**config.mk**
```make
export PLATFORM = sky130hd
export DESIGN_NAME = decimal_seven_segment_encoder_core
export DESIGN_NICKNAME = d
export VERILOG_FILES = /design/src/dsse_pkg.sv /design/src/decimal_seven_segment_encoder_core.sv /design/src/dsse_front.sv /design/src/dsse_back.sv
export SDC_FILE = /design/constraint.sdc
export NUM_CORES = 1
export LEC_CHECK = 0
export ABC_AREA = 1
export BUFFER_PORTS_ARGS = -buffer_cell sky130_fd_sc_hd__buf_2
export CORE_MARGIN = 2
export CORE_UTILIZATION = 45
export CTS_CLUSTER_DIAMETER = 150
export DETAILED_ROUTE_END_ITERATION = 8
export HOLD_SLACK_MARGIN = 0.03
export SLEW_MARGIN = 15
export SYNTH_ARGS = -nofsm -noshare
export SYNTH_HDL_FRONTEND = slang
export SYNTH_HIERARCHICAL = 1
export SYNTH_SLANG_ARGS = --single-unit
```
**constraint.sdc**
```tcl
create_clock -name i_clk -period 7.02 [get_ports i_clk]
set_clock_uncertainty 0.05 [all_clocks]
set_input_delay 0 -clock i_clk [delete_from_list [all_inputs] [get_ports i_clk]]
set_output_delay 0 -clock i_clk [all_outputs]
set_load 0.03 [all_outputs]
```
**src/dsse_pkg.sv**
```systemverilog
// Shared types, constants and helper functions for the decimal seven-segment encoder.
package dsse_pkg;

    localparam int DIGITS      = 4;
    localparam int DIG_W       = (DIGITS > 1) ? $clog2(DIGITS) : 1;
    localparam int CMP_W       = 4;
    localparam int Q_DEPTH     = 2;
    localparam int Q_PTR_W     = (Q_DEPTH > 1) ? $clog2(Q_DEPTH) : 1;
    localparam int Q_CNT_W     = $clog2(Q_DEPTH + 1);
    localparam int DIV10_MUL   = 52429;
    localparam int DIV10_SHIFT = 19;

    localparam logic [7:0] SEG_DOT   = 8'h80;
    localparam logic [7:0] SEG_BLANK = 8'h00;

    typedef struct packed {
        logic [15:0] number;
        logic        has_dot;
        logic [1:0]  dot_pos;
    } t_item;

    function automatic logic [7:0] font(input logic [3:0] digit);
        logic [7:0] pat;
        unique case (digit)
            4'd0:    pat = 8'h3f;
            4'd1:    pat = 8'h06;
            4'd2:    pat = 8'h5b;
            4'd3:    pat = 8'h4f;
            4'd4:    pat = 8'h66;
            4'd5:    pat = 8'h6d;
            4'd6:    pat = 8'h7d;
            4'd7:    pat = 8'h07;
            4'd8:    pat = 8'h7f;
            4'd9:    pat = 8'h6f;
            default: pat = SEG_BLANK;
        endcase
        return pat;
    endfunction

    // Exact for every 16-bit input: reciprocal multiply and shift.
    function automatic logic [15:0] div10(input logic [15:0] x);
        logic [31:0] p;
        p = 32'(x) * 32'(DIV10_MUL);
        return 16'(p >> DIV10_SHIFT);
    endfunction

endpackage

```
**src/decimal_seven_segment_encoder_core.sv**
```systemverilog
// Top level of the decimal seven-segment encoder: front queue plus digit sequencer.
//
//   channel | signals                                   | direction
//   --------+-------------------------------------------+----------
//   in      | i_in_valid, o_in_ready, i_number,         | input
//           | i_dot_position                            |
//   out     | o_out_valid, i_out_ready, o_segments,     | output
//           | o_digit_index, o_last                     |
//
// Each number yields DIGITS result items, one per cycle unless the output
// stalls; the sequencer takes no new item until the last digit of the current
// one has been produced. The first digit is registered into the output register
// as the item is popped from the queue head. A two-entry queue lets input keep
// flowing while the output stalls. Synchronous active-low reset empties the queue
// and the output register; no clearing pass is needed.
module decimal_seven_segment_encoder_core (
    input  logic                 i_clk,
    input  logic                 i_rst_n,
    input  logic                 i_in_valid,
    output logic                 o_in_ready,
    input  logic [15:0]          i_number,
    input  logic signed [2:0]    i_dot_position,
    output logic                 o_out_valid,
    input  logic                 i_out_ready,
    output logic [7:0]           o_segments,
    output logic [1:0]           o_digit_index,
    output logic                 o_last
);
    import dsse_pkg::*;

    logic  q_valid;
    t_item q_item;
    logic  q_pop;

    // Accept, classify the point position and queue the item.
    dsse_front u_front (
        .i_clk          (i_clk),
        .i_rst_n        (i_rst_n),
        .i_in_valid     (i_in_valid),
        .o_in_ready     (o_in_ready),
        .i_number       (i_number),
        .i_dot_position (i_dot_position),
        .o_q_valid      (q_valid),
        .o_q_item       (q_item),
        .i_q_pop        (q_pop)
    );

    // Pop one item, then advance one digit per cycle, while the output is not stalled, toward the output.
    dsse_back u_back (
        .i_clk         (i_clk),
        .i_rst_n       (i_rst_n),
        .i_q_valid     (q_valid),
        .i_q_item      (q_item),
        .o_q_pop       (q_pop),
        .o_out_valid   (o_out_valid),
        .i_out_ready   (i_out_ready),
        .o_segments    (o_segments),
        .o_digit_index (o_digit_index),
        .o_last        (o_last)
    );

    // Pop only from a nonempty queue.
    a_pop_nonempty: assert property (@(posedge i_clk) disable iff (!i_rst_n)
        q_pop |-> q_valid)
        else $error("queue popped while empty");

    // Input stalls only when the queue holds items.
    a_stall_full: assert property (@(posedge i_clk) disable iff (!i_rst_n)
        !o_in_ready |-> q_valid)
        else $error("input stalled with empty queue");

    // A popped item produces its first digit in the next cycle.
    a_pop_emits: assert property (@(posedge i_clk) disable iff (!i_rst_n)
        q_pop |=> (o_out_valid && (o_digit_index == 2'd0)))
        else $error("popped item produced no first digit");

endmodule

```
**src/dsse_front.sv**
```systemverilog
// Input stage: accepts items, classifies the decimal point and queues them.
module dsse_front (
    input  logic                 i_clk,
    input  logic                 i_rst_n,
    input  logic                 i_in_valid,
    output logic                 o_in_ready,
    input  logic [15:0]          i_number,
    input  logic signed [2:0]    i_dot_position,
    output logic                 o_q_valid,
    output dsse_pkg::t_item      o_q_item,
    input  logic                 i_q_pop
);
    import dsse_pkg::*;

    t_item                r_q [Q_DEPTH];
    logic [Q_PTR_W-1:0]   r_wptr;
    logic [Q_PTR_W-1:0]   r_rptr;
    logic [Q_CNT_W-1:0]   r_count;
    logic                 push;
    t_item                n_item;

    assign o_in_ready = (r_count != Q_CNT_W'(Q_DEPTH));
    assign push       = i_in_valid && o_in_ready;
    assign o_q_valid  = (r_count != '0);
    assign o_q_item   = r_q[r_rptr];

    // Negative position means no point and no zero fill.
    always_comb begin
        n_item.number  = i_number;
        n_item.has_dot = ~i_dot_position[2];
        n_item.dot_pos = i_dot_position[1:0];
    end

    always_ff @(posedge i_clk) begin
        if (push) begin
            r_q[r_wptr] <= n_item;
        end
    end

    always_ff @(posedge i_clk) begin
        if (!i_rst_n) begin
            r_wptr  <= '0;
            r_rptr  <= '0;
            r_count <= '0;
        end else begin
            if (push) begin
                r_wptr <= (r_wptr == Q_PTR_W'(Q_DEPTH - 1)) ? '0 : r_wptr + 1'b1;
            end
            if (i_q_pop) begin
                r_rptr <= (r_rptr == Q_PTR_W'(Q_DEPTH - 1)) ? '0 : r_rptr + 1'b1;
            end
            if (push && !i_q_pop) begin
                r_count <= r_count + 1'b1;
            end else if (!push && i_q_pop) begin
                r_count <= r_count - 1'b1;
            end
        end
    end

endmodule

```
**src/dsse_back.sv**
```systemverilog
// Digit sequencer: peels one decimal digit per cycle into the output register unless stalled.
module dsse_back (
    input  logic                 i_clk,
    input  logic                 i_rst_n,
    input  logic                 i_q_valid,
    input  dsse_pkg::t_item      i_q_item,
    output logic                 o_q_pop,
    output logic                 o_out_valid,
    input  logic                 i_out_ready,
    output logic [7:0]           o_segments,
    output logic [1:0]           o_digit_index,
    output logic                 o_last
);
    import dsse_pkg::*;

    logic                 r_busy;
    logic [15:0]          r_rest;
    logic [DIG_W-1:0]     r_idx;
    logic                 r_has_dot;
    logic [1:0]           r_dot_pos;
    logic                 r_ovalid;
    logic [7:0]           r_seg;
    logic [1:0]           r_didx;
    logic                 r_last;

    logic                 adv;
    logic                 fire;
    logic [15:0]          cur_rest;
    logic [DIG_W-1:0]     cur_idx;
    logic                 cur_has_dot;
    logic [1:0]           cur_dot_pos;
    logic [15:0]          quo;
    logic [15:0]          rem;
    logic                 shown;
    logic                 is_last;
    logic [7:0]           pattern;

    assign adv     = !r_ovalid || i_out_ready;
    assign fire    = adv && (r_busy || i_q_valid);
    assign o_q_pop = adv && !r_busy && i_q_valid;

    // Digit 0 comes straight from the queue head; later digits from the held item.
    always_comb begin
        if (r_busy) begin
            cur_rest    = r_rest;
            cur_idx     = r_idx;
            cur_has_dot = r_has_dot;
            cur_dot_pos = r_dot_pos;
        end else begin
            cur_rest    = i_q_item.number;
            cur_idx     = '0;
            cur_has_dot = i_q_item.has_dot;
            cur_dot_pos = i_q_item.dot_pos;
        end
        quo     = div10(cur_rest);
        rem     = cur_rest - 16'((quo << 3) + (quo << 1));
        shown   = (cur_rest != '0) || (cur_idx == '0);
        is_last = (cur_idx == DIG_W'(DIGITS - 1));
        if (shown) begin
            pattern = font(rem[3:0]);
        end else if (cur_has_dot && (CMP_W'(cur_dot_pos) >= CMP_W'(cur_idx))) begin
            pattern = font(4'd0);
        end else begin
            pattern = SEG_BLANK;
        end
        if (cur_has_dot && (CMP_W'(cur_dot_pos) == CMP_W'(cur_idx))) begin
            pattern = pattern | SEG_DOT;
        end
    end

    always_ff @(posedge i_clk) begin
        if (!i_rst_n) begin
            r_busy   <= 1'b0;
            r_ovalid <= 1'b0;
        end else begin
            if (fire) begin
                r_busy <= !is_last;
            end
            if (adv) begin
                r_ovalid <= fire;
            end
        end
    end

    always_ff @(posedge i_clk) begin
        if (fire) begin
            r_rest    <= quo;
            r_idx     <= is_last ? '0 : cur_idx + 1'b1;
            r_has_dot <= cur_has_dot;
            r_dot_pos <= cur_dot_pos;
            r_seg     <= ~pattern;
            r_didx    <= 2'(cur_idx);
            r_last    <= is_last;
        end
    end

    assign o_out_valid   = r_ovalid;
    assign o_segments    = r_seg;
    assign o_digit_index = r_didx;
    assign o_last        = r_last;

endmodule
```
==> summary.txt, run 1 <==
Floorplan
  • I/O pin total: 36
  • DIE AREA: 19,900 µm²
  • Core ar.: about 19,000 µm²
  • Die Ht: 141 µm
  • Rows: 50
  • Chip width: 141 µm
  • Initial Util: 45.5%

Critical path
  • Reg2reg setup slack: 310 ps
  • Critical path arrival: 6850 ps
  • Cell count of the worst reg-to-reg path: 31
  • Reg2reg end: u_back/o_segments[2]$_DFFE_PP_
  • Crit-path max FO: 11
  • Endpoint type of the worst setup path: register
  • Worst Path Required: 7170 ps
  • CP Class: reg2reg
  • Crit path buf inv count: 8
  • CP max-delay cell: fa_1
  • CP peak stage delay: 550 ps
  • Most frequent CP cell: inv_1
  • Critical path's top delay family: adder cells
  • CP Launch Type: register

Drt
  • Drt total wl: roughly 19 mm
  • Wire length on met2: 8.98 mm
  • Initial drt markers: 244
  • Vias per cell: 4.86
  • Met3 WL: a little over 800 µm
  • Top Layer Used: met4
  • Drt pass-1 iters: 7
  • Met1 wire length: ~8.9 mm
  • # DRC: 0
  • Vias: 6,006
  • Post-DR wirelength/cell: roughly 15 µm
  • Number of antenna-violating nets in the routed design: 0

Clocking
  • Max Root-Sink Buffers: 2
  • Clock transition at path regs: about 60 ps
  • Root Buffer: clkbuf_16
  • Worst-Skew Late Latency: approximately 330 ps
  • Clock sinks: 74
  • H-tree Lvls: 3
  • CTS tree: done
  • CTS Buf Count: 9

Final layout
  • Commonest non-fill, non-tap cells in the layout: 233 x inv_1, 145 x ha_1, 133 x nand2_1, 80 x fa_1, 67 x edfxtp_1
  • Final #Nets: 1,252
  • Area delta synth->final: 17.4%
  • # diodes: 0
  • Most common cell after layout, fill and taps aside: inv_1
  • Share of post-route cells with drive strength above 1: between 15 and 20%
  • Final Cell Area: 9940 µm²

GRT
  • Vias in the first global route: approximately 6.4k
  • Total global routing overflow: 0
  • First-pass GRT wire length: 31.6 mm
  • Pin count of the biggest net entering global routing: 20
  • Initial antenna violation count: 0
  • Gr usage total: 20.5%

Synth
  • Syn_nets: 1,143
  • Top FF cell, synth: edfxtp_1
  • Unique masters post-synth: 38
  • FF+latch count, synth: 74
  • Yosys warnings: 6
  • Post-synth EDFFs: 67
  • Syn Inst Count: between 800 and 900
  • Post-Syn Area: about 8500 µm²
  • Post-synthesis async set-or-reset flop share: 0%
  • Post-synthesis sequential area ratio: 25.4%
  • Syn Area/Cell: approximately 9.5 µm²

Place
  • Post-DP HPWL: 16.1 mm
  • Total placed instance area: 9200 µm²
  • I/O Buffers: 35
  • Routability cong.: 0.934

Hold path
  • Hold Crit Class: in2reg
  • HP Start: i_number[14]
  • Hold Path Depth: 2
  • Hold Path Sink: u_front/r_q[1][17]$_DFFE_PP_

STA
  • Final Hold Fails: 0
  • Clock period minus worst slack: 6710 ps
  • Part of the cycle the worst path needs: 95.6%
  • Slew HR: 44.4%
  • Worst-Margin Slew: 834 ps
  • FMAX: around 0.15 GHz
  • Final Max Tran Viols: 0
  • Final count of negative-setup-slack endpoints: 0

Flow run
  • MaxCap Viol Count: 0

Status
  • Status: completed
## sequential cells by signal, summed over array words and instances, names as in the netlist, 2 cells and up, named ones only
name and cells:
u_front/r_q 38, u_back/r_dot_pos 2, u_back/o_segments 8, u_back/r_rest 13, u_front/r_count 2, u_back/r_idx 2
u_back/o_digit_index 2
## cells in the mapped netlist, types with 4 or more instances
master	instances	share of area, %
inv_1	234	10
ha_1	152	22
nand2_1	137	6.1
fa_1	80	19
edfxtp_1	67	24
nor2_1	39	1.7
o21ai_0	26	1.5
a21oi_1	24	1.4
nand3_1	11	0.65
or2_2	11	0.81
xor2_1	11	1.1
mux2_4	10	1.8
mux2_2	9	1.2
nand4_1	8	0.59
dfxtp_1	7	1.7
nor3_1	6	0.35
xnor2_1	6	0.62
a21o_1	5	0.44
o21bai_1	5	0.44
a221oi_1	4	0.41
a31oi_1	4	0.30
nand2_2	4	0.30
nand2_4	4	0.53
nand3_2	4	0.47
nor2_2	4	0.30
## layout make-up
cell class                 count  area [µm²]
fill                        1662        8640
multi-input combinational    573        5560
sequential                    74        2150
inverter                     235         885
timing repair buffer         104         761
tap                          234         293
clock buffer                   9         225
clock inverter                 7        60.1
## worst max-delay path by stage
stage	end	slack, ps	cells after the start
2_1_floorplan	u_back/o_segments[3]$_DFFE_PP_	160	33
6_report	u_back/o_segments[2]$_DFFE_PP_	310	31
3_5_place_dp	u_back/o_segments[1]$_DFFE_PP_	-180	30
3_3_place_gp	u_back/o_segments[3]$_DFFE_PP_	-50	30
4_1_cts	u_back/o_segments[2]$_DFFE_PP_	5	30
5_1_grt	u_back/o_segments[3]$_DFFE_PP_	-8	32
## through the flow
stage                     utilization (%)  instances  hold WS [ps]  worst slack (ps)  TNS [ps]
after floorplan                         -        888          48.9               158         0
after global placement               49.5       1192           138             -48.3      -240
after detailed placement             49.5       1192           141              -176      -975
after CTS                            52.3       1230           328              5.05         0
after global routing                 53.5       1236           340             -7.82     -9.29
final                                53.5       1236           337               311         0
## logic make-up (layout without fill, tap and decap cells)
group                    count (synthesis)  after routing  share of synthesized area [%]
buffers and inverters                  241            355                           11.1
AND/OR/NAND/NOR                        233            233                           12.4
adder cells (fa/ha/maj)                232            232                           41.4
flip-flops                              74             74                           25.4
AO/OA/AOI/OAI                           72             72                           4.97
multiplexers                            19             19                           2.97
XOR/XNOR                                17             17                           1.76
## per-layer routing
layer / global-route usage [%] / vias to the layer above
li1: - / 3014
met1: 27.3 / 2848
met2: 34.8 / 117
met3: 2.72 / 27
met4: 6.63 / 0
met5: 0 / -
## what timing repair did
item                                    4_1_cts  5_1_grt
pin swaps                                     0        6
endpoints found under the setup margin        7        7
endpoints found under the hold margin        45        0
setup buffers                                 0        6
hold buffers                                 22        0
resized for setup                             9       33
Power of run 1 is left out: the tool's default activity adds up to more than one toggle a clock period on the data nets, which glitch-free logic cannot reach.
==> run 2, diff against run 1 <==
==> constraint.sdc (replaced) <==
create_clock -name i_clk -period 7.02 [get_ports i_clk]
set_clock_uncertainty 0.05 [all_clocks]
set_input_delay 0.351 -clock i_clk [delete_from_list [all_inputs] [get_ports i_clk]]
set_output_delay 0.351 -clock i_clk [all_outputs]
set_load 0.03 [all_outputs]
==> summary.txt, run 2 (synthesized netlist as in run 1, its figures left out) <==
STA
  • Slew HR: 43.6% (-0.73 points)
  • FMAX: 0.149 GHz (about the same)
  • Hold Slack: 157 ps (-180 ps)
  • Final Hold Fails: 0 (unchanged)
  • Final count of negative-setup-slack endpoints: 0 (unchanged)
  • Setup slack after layout: 317 ps (+6.23 ps)
  • Clock period minus worst slack: 6700 ps (-6.23 ps)
  • Final Max Tran Viols: 0 (unchanged)
  • Worst-Margin Slew: 845 ps (+10.9 ps)
  • Part of the cycle the worst path needs: 95.5% (about the same)

Critical path
  • Endpoint type of the worst setup path: register
  • Cell count of the worst reg-to-reg path: 31 (unchanged)
  • Crit path buf inv count: 8 (unchanged)
  • Critical Path Stages: 31 (unchanged)
  • CP Class: reg2reg
  • CP max-delay cell: fa_1
  • Worst Path Required: 7170 ps (about the same)
  • CP Launch Type: register
  • CP peak stage delay: 550 ps (about the same)
  • Most frequent CP cell: inv_1
  • Critical path arrival: 6850 ps (about the same)
  • Critical path's top delay family: adder cells
  • Crit-path max FO: 11 (unchanged)

Floorplan
  • Rows: 50 (unchanged)
  • I/O pin total: 36 (unchanged)
  • Core ar.: 18,600 µm² (unchanged)
  • DIE AREA: 19,900 µm² (unchanged)
  • Die Ht: 141 µm (unchanged)
  • Chip width: 141 µm (unchanged)
  • Initial Util: 45.5% (unchanged)

Clocking
  • H-tree Lvls: 3 (unchanged)
  • CTS tree: done
  • Max Root-Sink Buffers: 2 (unchanged)
  • Root Buffer: clkbuf_16
  • Clock transition at path regs: 60 ps (about the same)
  • Worst-Skew Late Latency: 330 ps (about the same)
  • Clock sinks: 74 (unchanged)
  • CTS Buf Count: 9 (unchanged)

Drt
  • Met3 WL: 824 µm (+0.12%)
  • Initial drt markers: 229 (-6.1%)
  • Vias: 5,904 (-1.7%)
  • Wire length on met2: 8.62 mm (-4.0%)
  • Post-DR wirelength/cell: 15.4 µm (-0.38%)
  • Drt pass-1 iters: 5 (-2)
  • Number of antenna-violating nets in the routed design: 0 (unchanged)
  • # DRC: 0 (unchanged)
  • Vias per cell: 4.86 (about the same)
  • Drt total wl: 18.7 mm (-2.2%)
  • Top Layer Used: met4
  • Met1 wire length: 8.77 mm (-1.2%)

Place
  • Routability cong.: 0.934 (unchanged)
  • Worst slack, placed: -176 ps (unchanged)
  • Post-DP HPWL: 16.1 mm (unchanged)
  • Total placed instance area: 9200 µm² (unchanged)
  • I/O Buffers: 35 (unchanged)

Final layout
  • Area delta synth->final: 14.8%
  • # diodes: 0 (unchanged)
  • Final Cell Area: 9720 µm² (-2.2%)
  • Most common cell after layout, fill and taps aside: inv_1
  • Share of post-route cells with drive strength above 1: 17.7% (+0.39 points)
  • Final #Nets: 1,230 (-1.8%)
  • Commonest non-fill, non-tap cells in the layout: 233 x inv_1, 145 x ha_1, 133 x nand2_1, 80 x fa_1, 67 x edfxtp_1
  • Number of flip-flops in the largest register: 38 (unchanged)
  • Most flops, register: u_front/r_q

Hold path
  • Hold Path Depth: 1 (-1)
  • Hold Crit Class: in2reg

GRT
  • Pin count of the biggest net entering global routing: 20 (unchanged)
  • Gr usage total: 20.1% (-0.37 points)
  • Total global routing overflow: 0 (unchanged)
  • Vias in the first global route: 6,287 (-2.2%)
  • Initial antenna violation count: 0 (unchanged)
  • First-pass GRT wire length: 31.0 mm (-1.9%)

Flow run
  • MaxCap Viol Count: 0 (unchanged)

Status
  • Status: completed
==> run 2: cell type report <==
class                      count  area (µm²)
multi-input combinational    573        5560
clock inverter                 7        60.1
fill                        1690        8860
inverter                     235         885
sequential                    74        2150
clock buffer                   9         225
timing repair buffer          82         541
tap                          234         293
==> run 2: stage by stage <==
step,instances,util [%],setup TNS (ps)
after floorplan,888,-,0
after global placement,1192,49.5,-240
after detailed placement,1192,49.5,-975
after CTS,1208,51.1,0
after global routing,1214,52.3,-4.74
final,1214,52.3,0
==> run 2: timing repair <==
item | CTS | global route
gates resized for setup | 9 | 33
hold buffers | 0 | 0
endpoints found under the setup margin | 7 | 7
setup buffers | 0 | 6
pin swaps | 0 | 6
==> run 2: path summary, 6_finish.rpt <==
| check | endpoint | slack (ps) | startpoint |
|---|---|---|---|
| max | u_back/o_segments[2]$_DFFE_PP_ | 320 | register |
| min reg2reg | u_front/r_wptr$_SDFFE_PN0N_ | 460 | u_front/r_wptr$_SDFFE_PN0N_ |
| min | u_front/r_q[1][17]$_DFFE_PP_ | 160 | i_number[14] |
| max reg2reg | u_back/o_segments[2]$_DFFE_PP_ | 320 | register |
==> run 2: routing by layer <==
layer  track usage, %  vias to the layer above
met4             6.63                        0
met3             2.72                       33
met2             33.6                      114
met1             27.2                     2780
li1                 -                     2977
met5                0                        -
==> run 2: worst reg2reg max path, delay by kind of cell, from the launching register on <==
kind	cells	cell delay, ps
AND/OR/NAND/NOR	9	830
adder cells (fa/ha/maj)	8	3250
AO/OA/AOI/OAI	4	860
XOR/XNOR	1	150
flip-flops	1	360
buffers and inverters	8	700
multiplexers	1	370
Power of run 2 is left out for the same reason.
